## config.mk

```make
export PLATFORM = sky130hd
export DESIGN_NAME = dns_query_builder_flat
export DESIGN_NICKNAME = d
export VERILOG_FILES = /design/src/rtl/dqb_pkg.sv /design/src/rtl/dqb_char_if.sv /design/src/rtl/dqb_byte_if.sv /design/src/rtl/dqb_ctrl.sv /design/src/rtl/dqb_datapath.sv /design/src/rtl/dns_query_builder.sv /design/src/flat_wrapper.sv
export SDC_FILE = /design/constraint.sdc
export NUM_CORES = 1
export LEC_CHECK = 0
export BUFFER_PORTS_ARGS = -buffer_cell sky130_fd_sc_hd__buf_2
export CAP_MARGIN = 5
export CELL_PAD_IN_SITES_DETAIL_PLACEMENT = 1
export CELL_PAD_IN_SITES_GLOBAL_PLACEMENT = 1
export CORE_UTILIZATION = 30
export CTS_CLUSTER_SIZE = 16
export DETAILED_ROUTE_END_ITERATION = 6
export GPL_TIMING_DRIVEN = 0
export PLACE_DENSITY = 0.62
export SYNTH_ARGS = -nofsm -noshare
export SYNTH_HDL_FRONTEND = slang
export SYNTH_SLANG_ARGS = --single-unit
```

## constraint.sdc

```tcl
create_clock -name i_clk -period 4.3 [get_ports i_clk]
set_input_delay 0.645 -clock i_clk [delete_from_list [all_inputs] [get_ports i_clk]]
set_output_delay 0.645 -clock i_clk [all_outputs]
set_load 0.005 [all_outputs]
```

## src/rtl/dqb_pkg.sv

```systemverilog
`timescale 1ns / 1ps
// Package for the DNS query builder: shared types, constants and byte tables.
// No dependencies; imported by the controller, the datapath and the top level.
package dqb_pkg;

    localparam logic [7:0] C_DOT_CODE    = 8'h2E;
    localparam logic [7:0] C_ZERO_BYTE   = 8'h00;
    localparam logic [7:0] C_ONE_BYTE    = 8'h01;
    localparam logic [15:0] C_MSG_ID_RST = 16'hDB42;
    localparam logic [7:0] C_QTYPE_RST   = 8'h01;

    localparam int CFG_IDX_W  = 2;
    localparam int CFG_DATA_W = 16;
    localparam logic [CFG_IDX_W-1:0] CFG_MESSAGE_ID = 2'd0;
    localparam logic [CFG_IDX_W-1:0] CFG_QUERY_TYPE = 2'd1;

    localparam int IDX_W = 4;
    localparam logic [IDX_W-1:0] C_HDR_LAST  = 4'd11;
    localparam logic [IDX_W-1:0] C_TAIL_LAST = 4'd4;

    typedef enum logic [1:0] {
        SRC_HDR,
        SRC_LEN,
        SRC_LBL,
        SRC_TAIL
    } t_src;

    typedef struct packed {
        logic             accept;
        logic             emit;
        t_src             sel;
        logic [IDX_W-1:0] idx;
        logic             lbl_start;
        logic             lbl_step;
        logic             lbl_clear;
        logic             pkt_end;
        logic             eor;
        logic             eop;
    } t_dqb_cmd;

    typedef struct packed {
        logic hdr_sent;
        logic label_empty;
        logic lbl_last;
        logic slot_free;
        logic in_dot;
    } t_dqb_sts;

    // Header: id high, id low, flags 0x0100, qdcount 1, three zero counts.
    function automatic logic [7:0] hdr_byte(input logic [IDX_W-1:0] idx,
                                            input logic [15:0] msg_id);
        logic [7:0] b;
        case (idx)
            4'd0:    b = msg_id[15:8];
            4'd1:    b = msg_id[7:0];
            4'd2:    b = C_ONE_BYTE;
            4'd5:    b = C_ONE_BYTE;
            default: b = C_ZERO_BYTE;
        endcase
        return b;
    endfunction

    // Tail: root label, type 0x00 then query type, class 0x0001.
    function automatic logic [7:0] tail_byte(input logic [IDX_W-1:0] idx,
                                             input logic [7:0] qtype);
        logic [7:0] b;
        case (idx)
            4'd2:    b = qtype;
            4'd4:    b = C_ONE_BYTE;
            default: b = C_ZERO_BYTE;
        endcase
        return b;
    endfunction

endpackage

```

## src/rtl/dqb_char_if.sv

```systemverilog
`timescale 1ns / 1ps
// Input channel of the DNS query builder: one hostname character a transaction.
// Standalone interface; no dependencies.
interface dqb_char_if;
    logic       valid;
    logic       ready;
    logic [7:0] char_code;
    logic       last;

    modport source (output valid, output char_code, output last, input ready);
    modport sink (input valid, input char_code, input last, output ready);
endinterface

```

## src/rtl/dqb_byte_if.sv

```systemverilog
`timescale 1ns / 1ps
// Output channel of the DNS query builder: one packet byte a transaction.
// Standalone interface; no dependencies.
interface dqb_byte_if;
    logic       valid;
    logic       ready;
    logic [7:0] out_byte;
    logic       end_of_run;
    logic       end_of_packet;
    logic       label_too_long;

    modport source (output valid, output out_byte, output end_of_run,
                    output end_of_packet, output label_too_long, input ready);
    modport sink (input valid, input out_byte, input end_of_run,
                  input end_of_packet, input label_too_long, output ready);
endinterface

```

## src/rtl/dqb_ctrl.sv

```systemverilog
`timescale 1ns / 1ps
// Controller of the DNS query builder: sequences header, label and tail bytes.
// Depends on dqb_pkg; drives the datapath through t_dqb_cmd.
module dqb_ctrl
    import dqb_pkg::*;
(
    input  logic     i_clk,
    input  logic     i_rst_n,
    input  logic     i_in_valid,
    input  logic     i_in_last,
    input  t_dqb_sts i_sts,
    output logic     o_in_ready,
    output t_dqb_cmd o_cmd
);

    typedef enum logic [2:0] {
        S_IDLE,
        S_HDR,
        S_LEN,
        S_LBL,
        S_TAIL
    } t_state;

    t_state           r_state, n_state;
    logic [IDX_W-1:0] r_cnt, n_cnt;
    logic             r_flush, n_flush;
    logic             r_last, n_last;

    logic accept;
    logic emit;
    logic flush_now;

    assign accept = i_in_valid && (r_state == S_IDLE);
    assign emit   = i_sts.slot_free && (r_state != S_IDLE);
    // A dot closes only a non-empty label; a final non-dot always leaves one.
    assign flush_now = i_sts.in_dot ? !i_sts.label_empty : i_in_last;

    always_comb begin
        n_state = r_state;
        n_cnt   = r_cnt;
        n_flush = r_flush;
        n_last  = r_last;
        o_cmd   = '0;
        o_cmd.accept = accept;
        o_cmd.emit   = emit;
        o_cmd.idx    = r_cnt;
        o_cmd.sel    = SRC_HDR;
        case (r_state)
            S_IDLE: begin
                if (accept) begin
                    n_flush = flush_now;
                    n_last  = i_in_last;
                    n_cnt   = '0;
                    if (!i_sts.hdr_sent) begin
                        n_state = S_HDR;
                    end else if (flush_now) begin
                        n_state = S_LEN;
                    end else if (i_in_last) begin
                        n_state = S_TAIL;
                    end
                end
            end
            S_HDR: begin
                o_cmd.sel = SRC_HDR;
                if (emit) begin
                    if (r_cnt == C_HDR_LAST) begin
                        n_cnt = '0;
                        if (r_flush) begin
                            n_state = S_LEN;
                        end else if (r_last) begin
                            n_state = S_TAIL;
                        end else begin
                            n_state = S_IDLE;
                        end
                    end else begin
                        n_cnt = r_cnt + 1'b1;
                    end
                end
            end
            S_LEN: begin
                o_cmd.sel       = SRC_LEN;
                o_cmd.lbl_start = 1'b1;
                if (emit) begin
                    n_state = S_LBL;
                end
            end
            S_LBL: begin
                o_cmd.sel = SRC_LBL;
                if (emit) begin
                    if (i_sts.lbl_last) begin
                        o_cmd.lbl_clear = 1'b1;
                        n_cnt           = '0;
                        n_state         = r_last ? S_TAIL : S_IDLE;
                    end else begin
                        o_cmd.lbl_step = 1'b1;
                    end
                end
            end
            S_TAIL: begin
                o_cmd.sel = SRC_TAIL;
                if (emit) begin
                    if (r_cnt == C_TAIL_LAST) begin
                        o_cmd.pkt_end = 1'b1;
                        o_cmd.eop     = 1'b1;
                        n_state       = S_IDLE;
                    end else begin
                        n_cnt = r_cnt + 1'b1;
                    end
                end
            end
            default: begin
                n_state = S_IDLE;
            end
        endcase
        o_cmd.eor = emit && (n_state == S_IDLE);
    end

    assign o_in_ready = (r_state == S_IDLE);

    always_ff @(posedge i_clk) begin
        if (!i_rst_n) begin
            r_state <= S_IDLE;
            r_cnt   <= '0;
            r_flush <= 1'b0;
            r_last  <= 1'b0;
        end else begin
            r_state <= n_state;
            r_cnt   <= n_cnt;
            r_flush <= n_flush;
            r_last  <= n_last;
        end
    end

endmodule

```

## src/rtl/dqb_datapath.sv

```systemverilog
`timescale 1ns / 1ps
// Datapath of the DNS query builder: label memory, counters, settings and the
// output register. Depends on dqb_pkg; commanded by dqb_ctrl.
module dqb_datapath
    import dqb_pkg::*;
#(
    parameter int MAX_LABEL = 32
) (
    input  logic                  i_clk,
    input  logic                  i_rst_n,
    input  t_dqb_cmd              i_cmd,
    output t_dqb_sts              o_sts,
    input  logic [7:0]            i_char_code,
    input  logic                  i_cfg_valid,
    input  logic [CFG_IDX_W-1:0]  i_cfg_index,
    input  logic [CFG_DATA_W-1:0] i_cfg_data,
    input  logic                  i_out_ready,
    output logic                  o_out_valid,
    output logic [7:0]            o_out_byte,
    output logic                  o_end_of_run,
    output logic                  o_end_of_packet,
    output logic                  o_label_too_long
);

    localparam int CW = $clog2(MAX_LABEL + 1);
    localparam int AW = (MAX_LABEL > 1) ? $clog2(MAX_LABEL) : 1;
    localparam logic [CW-1:0] C_MAX = CW'(MAX_LABEL);

    logic [7:0]    r_mem [MAX_LABEL];
    logic [7:0]    r_rd_data;
    logic [CW-1:0] r_count;
    logic [CW-1:0] r_idx;
    logic          r_hdr_sent;
    logic          r_overflow;
    logic [15:0]   r_msg_id;
    logic [7:0]    r_qtype;
    logic          r_out_valid;
    logic [7:0]    r_out_byte;
    logic          r_eor;
    logic          r_eop;
    logic          r_ltl;

    logic          in_dot;
    logic          store_char;
    logic [CW-1:0] idx_next;
    logic [AW-1:0] rd_addr;
    logic [7:0]    byte_sel;

    assign in_dot     = (i_char_code == C_DOT_CODE);
    assign store_char = i_cmd.accept && !in_dot && (r_count < C_MAX);
    assign idx_next   = r_idx + 1'b1;

    // The read runs one byte ahead so that registered data is ready on emit.
    always_comb begin
        if (i_cmd.lbl_start) begin
            rd_addr = '0;
        end else if (i_cmd.lbl_step && (idx_next < C_MAX)) begin
            rd_addr = idx_next[AW-1:0];
        end else begin
            rd_addr = r_idx[AW-1:0];
        end
    end

    always_ff @(posedge i_clk) begin
        if (store_char) begin
            r_mem[r_count[AW-1:0]] <= i_char_code;
        end
        r_rd_data <= r_mem[rd_addr];
    end

    always_comb begin
        case (i_cmd.sel)
            SRC_HDR:  byte_sel = hdr_byte(i_cmd.idx, r_msg_id);
            SRC_LEN:  byte_sel = 8'(r_count);
            SRC_LBL:  byte_sel = r_rd_data;
            SRC_TAIL: byte_sel = tail_byte(i_cmd.idx, r_qtype);
            default:  byte_sel = C_ZERO_BYTE;
        endcase
    end

    always_ff @(posedge i_clk) begin
        if (!i_rst_n) begin
            r_count    <= '0;
            r_idx      <= '0;
            r_hdr_sent <= 1'b0;
            r_overflow <= 1'b0;
            r_msg_id   <= C_MSG_ID_RST;
            r_qtype    <= C_QTYPE_RST;
        end else begin
            if (i_cfg_valid) begin
                case (i_cfg_index)
                    CFG_MESSAGE_ID: r_msg_id <= i_cfg_data;
                    CFG_QUERY_TYPE: r_qtype  <= i_cfg_data[7:0];
                    default:        ;
                endcase
            end
            if (i_cmd.accept) begin
                r_hdr_sent <= 1'b1;
                if (store_char) begin
                    r_count <= r_count + 1'b1;
                end else if (!in_dot) begin
                    r_overflow <= 1'b1;
                end
            end
            if (i_cmd.emit && i_cmd.lbl_start) begin
                r_idx <= '0;
            end else if (i_cmd.lbl_step) begin
                r_idx <= idx_next;
            end
            if (i_cmd.lbl_clear) begin
                r_count <= '0;
            end
            if (i_cmd.pkt_end) begin
                r_count    <= '0;
                r_hdr_sent <= 1'b0;
                r_overflow <= 1'b0;
            end
        end
    end

    always_ff @(posedge i_clk) begin
        if (!i_rst_n) begin
            r_out_valid <= 1'b0;
        end else if (i_cmd.emit) begin
            r_out_valid <= 1'b1;
        end else if (i_out_ready) begin
            r_out_valid <= 1'b0;
        end
    end

    always_ff @(posedge i_clk) begin
        if (i_cmd.emit) begin
            r_out_byte <= byte_sel;
            r_eor      <= i_cmd.eor;
            r_eop      <= i_cmd.eop;
            r_ltl      <= r_overflow;
        end
    end

    assign o_sts.hdr_sent    = r_hdr_sent;
    assign o_sts.label_empty = (r_count == '0);
    assign o_sts.lbl_last    = (r_idx == (r_count - 1'b1));
    assign o_sts.slot_free   = !r_out_valid || i_out_ready;
    assign o_sts.in_dot      = in_dot;

    assign o_out_valid      = r_out_valid;
    assign o_out_byte       = r_out_byte;
    assign o_end_of_run     = r_eor;
    assign o_end_of_packet  = r_eop;
    assign o_label_too_long = r_ltl;

endmodule

```

## src/rtl/dns_query_builder.sv

```systemverilog
`timescale 1ns / 1ps
// Channel   Dir  Transaction carries
// i_char    in   char_code (8), last (1)
// o_pkt     out  out_byte (8), end_of_run, end_of_packet, label_too_long
// i_cfg_*   in   register index (2), write data (16); always ready
//
// An item is taken while the sequencer is idle; its bytes then leave one per
// cycle while o_pkt accepts them: 12 for a header, 1 + n for a label of n
// characters, 5 for the tail. The next item is taken only once every byte of the last one has been issued.
// The byte sequencer and the single label memory read port set this pace.
// Reset is synchronous; the label memory needs no clearing pass. A stall on
// o_pkt holds the sequencer; the last byte of an item may wait while the next
// item is taken.
module dns_query_builder
    import dqb_pkg::*;
#(
    parameter int MAX_LABEL = 32
) (
    input  logic                  i_clk,
    input  logic                  i_rst_n,
    dqb_char_if.sink              i_char,
    dqb_byte_if.source            o_pkt,
    input  logic                  i_cfg_valid,
    output logic                  o_cfg_ready,
    input  logic [CFG_IDX_W-1:0]  i_cfg_index,
    input  logic [CFG_DATA_W-1:0] i_cfg_data
);

    t_dqb_cmd cmd;
    t_dqb_sts sts;

    assign o_cfg_ready = 1'b1;

    dqb_ctrl u_ctrl (
        .i_clk      (i_clk),
        .i_rst_n    (i_rst_n),
        .i_in_valid (i_char.valid),
        .i_in_last  (i_char.last),
        .i_sts      (sts),
        .o_in_ready (i_char.ready),
        .o_cmd      (cmd)
    );

    dqb_datapath #(
        .MAX_LABEL (MAX_LABEL)
    ) u_datapath (
        .i_clk            (i_clk),
        .i_rst_n          (i_rst_n),
        .i_cmd            (cmd),
        .o_sts            (sts),
        .i_char_code      (i_char.char_code),
        .i_cfg_valid      (i_cfg_valid),
        .i_cfg_index      (i_cfg_index),
        .i_cfg_data       (i_cfg_data),
        .i_out_ready      (o_pkt.ready),
        .o_out_valid      (o_pkt.valid),
        .o_out_byte       (o_pkt.out_byte),
        .o_end_of_run     (o_pkt.end_of_run),
        .o_end_of_packet  (o_pkt.end_of_packet),
        .o_label_too_long (o_pkt.label_too_long)
    );

endmodule

```

## src/flat_wrapper.sv

```systemverilog
// flat-port wrapper written by rule: the top's interface ports become plain ports
module dns_query_builder_flat import dqb_pkg::*;
#(
    parameter int MAX_LABEL = 32
)
  (i_clk, i_rst_n, i_cfg_valid, o_cfg_ready, i_cfg_index, i_cfg_data, i_char_valid, i_char_char_code, i_char_last, i_char_ready, o_pkt_valid, o_pkt_out_byte, o_pkt_end_of_run, o_pkt_end_of_packet, o_pkt_label_too_long, o_pkt_ready);
  dqb_char_if i_char_i ();
  dqb_byte_if o_pkt_i ();
  input  logic i_clk;
  input  logic i_rst_n;
  input  logic i_cfg_valid;
  output logic o_cfg_ready;
  input  logic [CFG_IDX_W-1:0] i_cfg_index;
  input  logic [CFG_DATA_W-1:0] i_cfg_data;
  input wire logic [$bits(i_char_i.valid)-1:0] i_char_valid;
  input wire logic [$bits(i_char_i.char_code)-1:0] i_char_char_code;
  input wire logic [$bits(i_char_i.last)-1:0] i_char_last;
  output wire logic [$bits(i_char_i.ready)-1:0] i_char_ready;
  output wire logic [$bits(o_pkt_i.valid)-1:0] o_pkt_valid;
  output wire logic [$bits(o_pkt_i.out_byte)-1:0] o_pkt_out_byte;
  output wire logic [$bits(o_pkt_i.end_of_run)-1:0] o_pkt_end_of_run;
  output wire logic [$bits(o_pkt_i.end_of_packet)-1:0] o_pkt_end_of_packet;
  output wire logic [$bits(o_pkt_i.label_too_long)-1:0] o_pkt_label_too_long;
  input wire logic [$bits(o_pkt_i.ready)-1:0] o_pkt_ready;
  assign i_char_i.valid = i_char_valid;
  assign i_char_i.char_code = i_char_char_code;
  assign i_char_i.last = i_char_last;
  assign i_char_ready = i_char_i.ready;
  assign o_pkt_valid = o_pkt_i.valid;
  assign o_pkt_out_byte = o_pkt_i.out_byte;
  assign o_pkt_end_of_run = o_pkt_i.end_of_run;
  assign o_pkt_end_of_packet = o_pkt_i.end_of_packet;
  assign o_pkt_label_too_long = o_pkt_i.label_too_long;
  assign o_pkt_i.ready = o_pkt_ready;
  dns_query_builder #(.MAX_LABEL(MAX_LABEL)) u_core (.i_clk(i_clk), .i_rst_n(i_rst_n), .i_char(i_char_i), .o_pkt(o_pkt_i), .i_cfg_valid(i_cfg_valid), .o_cfg_ready(o_cfg_ready), .i_cfg_index(i_cfg_index), .i_cfg_data(i_cfg_data));
endmodule
```

# Word-level counts from Yosys, hierarchy flattened
# Memories as Yosys holds them, arrays and structs flattened. A register that Yosys moved wholly into a read port is not among the register bits.
# Index checks and enable logic that the tools add are counted.
# op_classes
add_sub_neg	4
magnitude_cmp	2
reduce_logical	30
bitwise	3
muxes	41
eq_ne	21
# op_table
cell	count
3-bit 2-to-1 mux	13
8-bit one-hot mux with 4 select lines	1
4-bit 2-to-1 mux	7
8-bit one-hot mux with 3 select lines	1
4-bit one-hot mux with 4 select lines	1
8-bit one-hot mux with 2 select lines	1
3-bit one-hot mux with 5 select lines	1
6-bit by 1-bit adder with 6-bit output (second input constant)	2
6-bit < comparator (second input constant)	2
1-bit 2-to-1 mux	11
5-bit 2-to-1 mux	2
4-bit by 3-bit == test with 1-bit output (second input constant)	2
8-bit by 6-bit == test with 1-bit output (second input constant)	1
2-bit inequality test (second input constant)	4
2-bit AND reduction	4
1-bit logical AND	7
7-bit AND reduction	1
3-bit by 2-bit == test with 1-bit output (second input constant)	2
6-bit == test	1
3-bit zero test	2
6-bit zero test	1
2-bit one-hot mux with 3 select lines	1
2-bit OR reduction	3
6-bit by 1-bit subtractor with 6-bit output (second input constant)	1
other kinds (20)	29
# totals
wordCells	117
ram_bits	256
reg_bits	59
out_inout_bits	14
in_bits	32
memories	1
# memory_table
name	words	word_bits	rd	rd_clocked_by_memory_dff	write_ports	line_no	rtl
u_core.u_datapath.r_mem	32	8	1	1	1	dqb_datapath.sv:29	logic [7:0] r_mem [MAX_LABEL];

# Longest topological paths before layout
# depth
depth_word	9
mapped_depth	16
ltp_nobuf	12

# Cells and area by module
# A second synthesis with hierarchy kept.
# unflattened
cells_unflattened	1071
area_unflattened_um2	14161.1
# modules_own_cells
module	cells_per_inst	area_each_um2	n_inst
dqb_datapath	975	13399.1	1
dqb_ctrl	94	750.7	1
dns_query_builder	2	11.3	1

# Worst setup path before layout
# No wires, ideal clock.
# synth_timing
path_kind	register to register
start	register u_core.u_datapath.r_count[0]
end	register u_core.u_datapath.r_rd_data[6] (read register of u_core.u_datapath.r_mem)
n_path_buf	3
period_less_slack_ns	3.087
slack_ns	1.213
arrival_ns	2.962
stages_incl_launch_ff	15
cell_sequence	dfxtp_1 -> clkbuf_2 -> inv_1 -> ha_1 -> nor2b_1 -> or3_1 -> a311o_1 -> and2_4 -> nor4_1 -> a311o_1 -> buf_2 -> clkbuf_1 -> nand3_1 -> nand4_1 -> nand3_1
# synth_between
elab_chain_cells	8
# synth_lines
element	line_no	rtl
start: declaration	dqb_datapath.sv:31	logic [CW-1:0] r_count;
start signal: assignment	dqb_datapath.sv:100	r_count <= r_count + 1'b1;
6-bit by 1-bit subtractor with 6-bit output	dqb_datapath.sv:142	assign o_sts.lbl_last = (r_idx == (r_count - 1'b1));
6-bit == test	dqb_datapath.sv:142	
1-bit 2-to-1 mux	dqb_ctrl.sv:90	if (i_sts.lbl_last) begin
2-bit 2-to-1 mux	dqb_ctrl.sv:89	if (emit) begin
2-bit 2-to-1 mux	dqb_ctrl.sv:48	case (r_state)
1-bit logical AND	dqb_datapath.sv:57	end else if (i_cmd.lbl_step && (idx_next < C_MAX)) begin
5-bit 2-to-1 mux	dqb_datapath.sv:57	
5-bit 2-to-1 mux	dqb_datapath.sv:55	if (i_cmd.lbl_start) begin
end: declaration	dqb_datapath.sv:30	logic [7:0] r_rd_data;
# No other way between the ends.
# A chain may end at the register's enable or synchronous reset.

# Worst setup path in the final report
# layout_timing
start	register u_core.u_datapath.r_count[0]
end	register u_core.u_datapath.r_rd_data[5] (read register of u_core.u_datapath.r_mem)
# The elaborated chain is that of the path after synthesis.

==> impl_metrics.json <==
{
  "status": "completed",
  "crit_type": "reg -> reg",
  "max-cap-violations": 0,
  "syn_inst": 1065,
  "synth_top_family_by_area": "simple AND/OR/NAND/NOR gates",
  "die_h_um": 213.8,
  "fin_crit_sh_pct": 95.24,
  "cts-root-buf": "clkbuf_16",
  "max_freq_mhz": 244.2,
  "drv_slew": 0,
  "initialDrtViolationCount": 643,
  "clk_latency_ns": 0.55,
  "leakagePower_nw": 5.166,
  "p_total_mw": 7.077,
  "portBuffers": 43,
  "yosysSeqAreaShare_pct": 67.91,
  "synth_nets": 1106,
  "p_int_mw": 5.517,
  "grt_start_max_net_pins": 34,
  "critPathRequiredTime_ns": 4.76,
  "clock-sinks": 323,
  "synth-simple-area-share_pct": 15.24,
  "timing.slew.headroom_pct": 35.10,
  "hold_viol_final": 0,
  "place_inst": 1700,
  "clock_path_buffers": 3,
  "clkPwrFrac_pct": 44.9,
  "startpoint_type": "flip-flop",
  "nets": 1189,
  "dr_total_vias": 8860,
  "place_area_sq_mm": 0.01441,
  "grt_pass1_wl_um": 56940,
  "highest_layer": "met4",
  "yosysUniqueCellTypes": 56,
  "synth-async-reset-ratio_pct": 0,
  "viasPerCell": 5.008,
  "crit_chain": "clkbuf_2, inv_1, ha_1, nor2b_1, or3_1, a311o_1, a21oi_1, buf_4, nor2_1, a311o_1, buf_2, a32o_1, nor3_1, a31oi_1, nand3_1",
  "grt_pass1_vias": 9076,
  "cp.arrival_ns": 4.56,
  "clk_pin_slew_worst_paths_ns": 0.05,
  "start_util_pct": 30.43,
  "die_w_um": 213.8,
  "cts_tree": "built",
  "cts_resized": 1,
  "dpl.hpwl_um": 24950,
  "min_period_ns": 4.095,
  "slowest_stage": "a311o_1",
  "die-area_sq_mm": 0.04571,
  "io_pins": 46,
  "tightest_slew_ns": 0.9714,
  "yosysWarnings": 0,
  "cp-end-kind": "flip-flop",
  "ys_ff_latch": 323,
  "synthFlopType": "edfxtp_1",
  "drt-wirelength-per-cell_um": 21.23,
  "pwr-share-comb_pct": 5.7,
  "synth_xor_area_share_pct": 0.9111,
  "syn_to_final_growth_pct": 16.33,
  "layoutNonFillerInstCount": 1769,
  "dr_wl_met3_um": 1859,
  "slowest_delay_ns": 0.44,
  "grt_usage_pct": 16.96,
  "synth-compound-area-share_pct": 8.163,
  "switching_power_mw": 1.560,
  "critPathMaxFanout": 10,
  "drc": 0,
  "finalSetupViolCount": 0,
  "syn_area_sq_mm": 0.01346,
  "power.density_mw_per_mm2": 452.1,
  "cpMostUsedCell": "a311o_1",
  "seqPwrFrac_pct": 49.4,
  "core_area_sq_mm": 0.04422,
  "syn_area_per_cell_sq_um": 12.64,
  "utilization_pct": 35.40,
  "hold_class": "in -> reg",
  "antenna_found_initial": 0,
  "drt-total-wl_um": 37560,
  "design_area_sq_mm": 0.01566,
  "final_antenna_net_count": 0,
  "rows": 77,
  "clock_skew_ns": 0.01102,
  "synth_edf_count": 267,
  "wirelength_met1_um": 17610,
  "rsz0062_at_grt": "true",
  "h-tree-depth": 2,
  "holdBufCountCts": 0,
  "dr.pass1.iters": 7,
  "wl_met2_um": 17130,
  "cts_setup_buffers": 0,
  "vdd_ir_drop_max_mv": 0.2357,
  "n_antenna_cell": 0,
  "p_sw_share_pct": 22.05,
  "cts_buffers": 37,
  "final_layout_size_suffix_gt1_share_pct": 12.32,
  "synth.area.mux_share_pct": 4.314,
  "finalWeightedCongestion": 0.7969,
  "overflow": 0,
  "synth_fa_ha_area_share_pct": 0.8367,
  "worst_hold_slack_ns": 0.3156
}
## power groups by stage
stage | clock network, mW | registers (mW) | logic, mW
finish | 3.18 | 3.50 | 0.402
global route | 3.37 | 3.50 | 0.446
CTS | 3.26 | 3.50 | 0.406
detailed placement | 0 | 3.56 | 0.404
global placement | 0 | 3.56 | 0.395
floorplan | 0 | 3.55 | 0.204
## flip-flops by register name, indices dropped and copies added (netlist names)
name                                cells
u_core.u_datapath.r_hdr_sent            1
u_core.u_datapath.o_label_too_long      1
u_core.u_datapath.r_mem               256
u_core.u_datapath.o_out_valid           1
u_core.u_datapath.o_out_byte            8
u_core.u_datapath.r_idx                 6
u_core.u_datapath.o_end_of_packet       1
u_core.u_ctrl.r_cnt                     4
u_core.u_datapath.r_qtype               8
u_core.u_ctrl.r_state                   3
u_core.u_datapath.r_count               6
u_core.u_ctrl.r_flush                   1
u_core.u_datapath.o_end_of_run          1
u_core.u_datapath.r_rd_data             8
u_core.u_datapath.r_msg_id             16
u_core.u_ctrl.r_last                    1
u_core.u_datapath.r_overflow            1
## worst max-delay path: cells and delay by family, from the launching register on
kind | cells | cell delay [ns]
flops | 1 | 0.37
buf+inv | 4 | 0.79
simple gates | 5 | 1.13
compound gates | 5 | 1.43
fa+ha+maj | 1 | 0.28
## layout by cell type, fill, tap and decap left out, types with 4 or more instances in the layout
| cell | Yosys | layout |
|---|---|---|
| buf_4 | 14 | 14 |
| clkinv_2 | 0 | 7 |
| a32o_1 | 16 | 16 |
| nand2_1 | 222 | 222 |
| a222oi_1 | 5 | 5 |
| nand4_1 | 22 | 22 |
| or3b_2 | 4 | 4 |
| clkbuf_2 | 1 | 6 |
| bufinv_16 | 0 | 4 |
| a21boi_0 | 14 | 14 |
| a31oi_1 | 10 | 10 |
| inv_1 | 8 | 8 |
| edfxtp_1 | 267 | 267 |
| xor2_1 | 7 | 7 |
| nand3_1 | 59 | 59 |
| and2_1 | 10 | 10 |
| buf_2 | 15 | 56 |
| nor2_1 | 58 | 58 |
| nand3b_1 | 7 | 7 |
| o21ai_0 | 23 | 23 |
| and3_1 | 4 | 4 |
| clkbuf_1 | 27 | 36 |
| mux2i_1 | 58 | 58 |
| a32oi_1 | 33 | 33 |
| xnor2_1 | 7 | 7 |
| a22oi_1 | 9 | 9 |
| dfxtp_1 | 56 | 56 |
| nor2b_1 | 11 | 11 |
| nand2b_1 | 6 | 6 |
| ha_1 | 9 | 9 |
| clkbuf_16 | 0 | 39 |
| a21oi_1 | 12 | 11 |
| nand4b_1 | 4 | 4 |
| nor3_1 | 19 | 18 |
| or3_1 | 7 | 7 |
## metal layers
metal / track usage (%) / vias to the layer above
met2: 26.44 / 233
met4: 6.281 / 0
met1: 23.59 / 4418
li1: - / 4150
met3: 2.929 / 59
met5: 0 / -
## synthesized netlist by cell type, types with 3 or more instances
cell | number | area [sq um]
a21boi_0 | 14 | 105.1
a21oi_1 | 12 | 60.06
a222oi_1 | 5 | 50.05
a22oi_1 | 9 | 67.56
a311o_1 | 3 | 30.03
a31oi_1 | 10 | 62.56
a32o_1 | 16 | 160.2
a32oi_1 | 33 | 289.0
and2_1 | 10 | 62.56
and3_1 | 4 | 25.02
and3b_1 | 3 | 26.28
buf_1 | 3 | 11.26
buf_2 | 15 | 75.07
buf_4 | 14 | 105.1
clkbuf_1 | 27 | 101.4
dfxtp_1 | 56 | 1121
edfxtp_1 | 267 | 8018
ha_1 | 9 | 112.6
inv_1 | 8 | 30.03
mux2i_1 | 58 | 580.6
nand2_1 | 222 | 833.3
nand2b_1 | 6 | 37.54
nand3_1 | 59 | 295.3
nand3b_1 | 7 | 52.55
nand4_1 | 22 | 137.6
nand4b_1 | 4 | 35.03
nor2_1 | 58 | 217.7
nor2b_1 | 11 | 68.82
nor3_1 | 19 | 95.09
nor4_1 | 3 | 18.77
o21a_1 | 3 | 22.52
o21ai_0 | 23 | 115.1
or3_1 | 7 | 43.79
or3b_2 | 4 | 35.03
or4_1 | 3 | 22.52
xnor2_1 | 7 | 61.31
xor2_1 | 7 | 61.31
## cell type report
type | count | area [sq um]
Timing Repair Buffer | 44 | 220.2
Multi-Input combinational cell | 672 | 3978
Sequential cell | 323 | 9139
Inverter | 8 | 30.03
Fill cell | 4739 | 28570
Clock inverter | 14 | 171.4
Tap cell | 592 | 740.7
Clock buffer | 54 | 1046
Buffer | 62 | 330.3
## metrics by stage
stage	TNS [ns]	setup WS, ns
final	0	0.2045
after global routing	-0.01380	-0.01380
after CTS	0	0.05798
after detailed placement	-0.5018	-0.06245
after global placement	0	0.01167
after floorplan	0	1.213
## worst paths after layout
path / startpoint / to / slack [ns] / cells after the start
setup / recovery: u_core.u_datapath.r_count[0] / u_core.u_datapath.r_rd_data[5] / 0.20 / 15
hold / removal: i_cfg_data[12] / u_core.u_datapath.r_msg_id[12] / 0.32 / 3
setup reg to reg: u_core.u_datapath.r_count[0] / u_core.u_datapath.r_rd_data[5] / 0.20 / 15
hold reg to reg: u_core.u_datapath.r_overflow / u_core.u_datapath.o_label_too_long / 0.45 / 0
## logic make-up after synthesis
family	Yosys count
other cells	1
buf+inv	70
flops	323
compound gates	142
fa+ha+maj	9
simple gates	448
xor+xnor	14
mux	58
No activity file was read; power rests on OpenSTA's default activity.
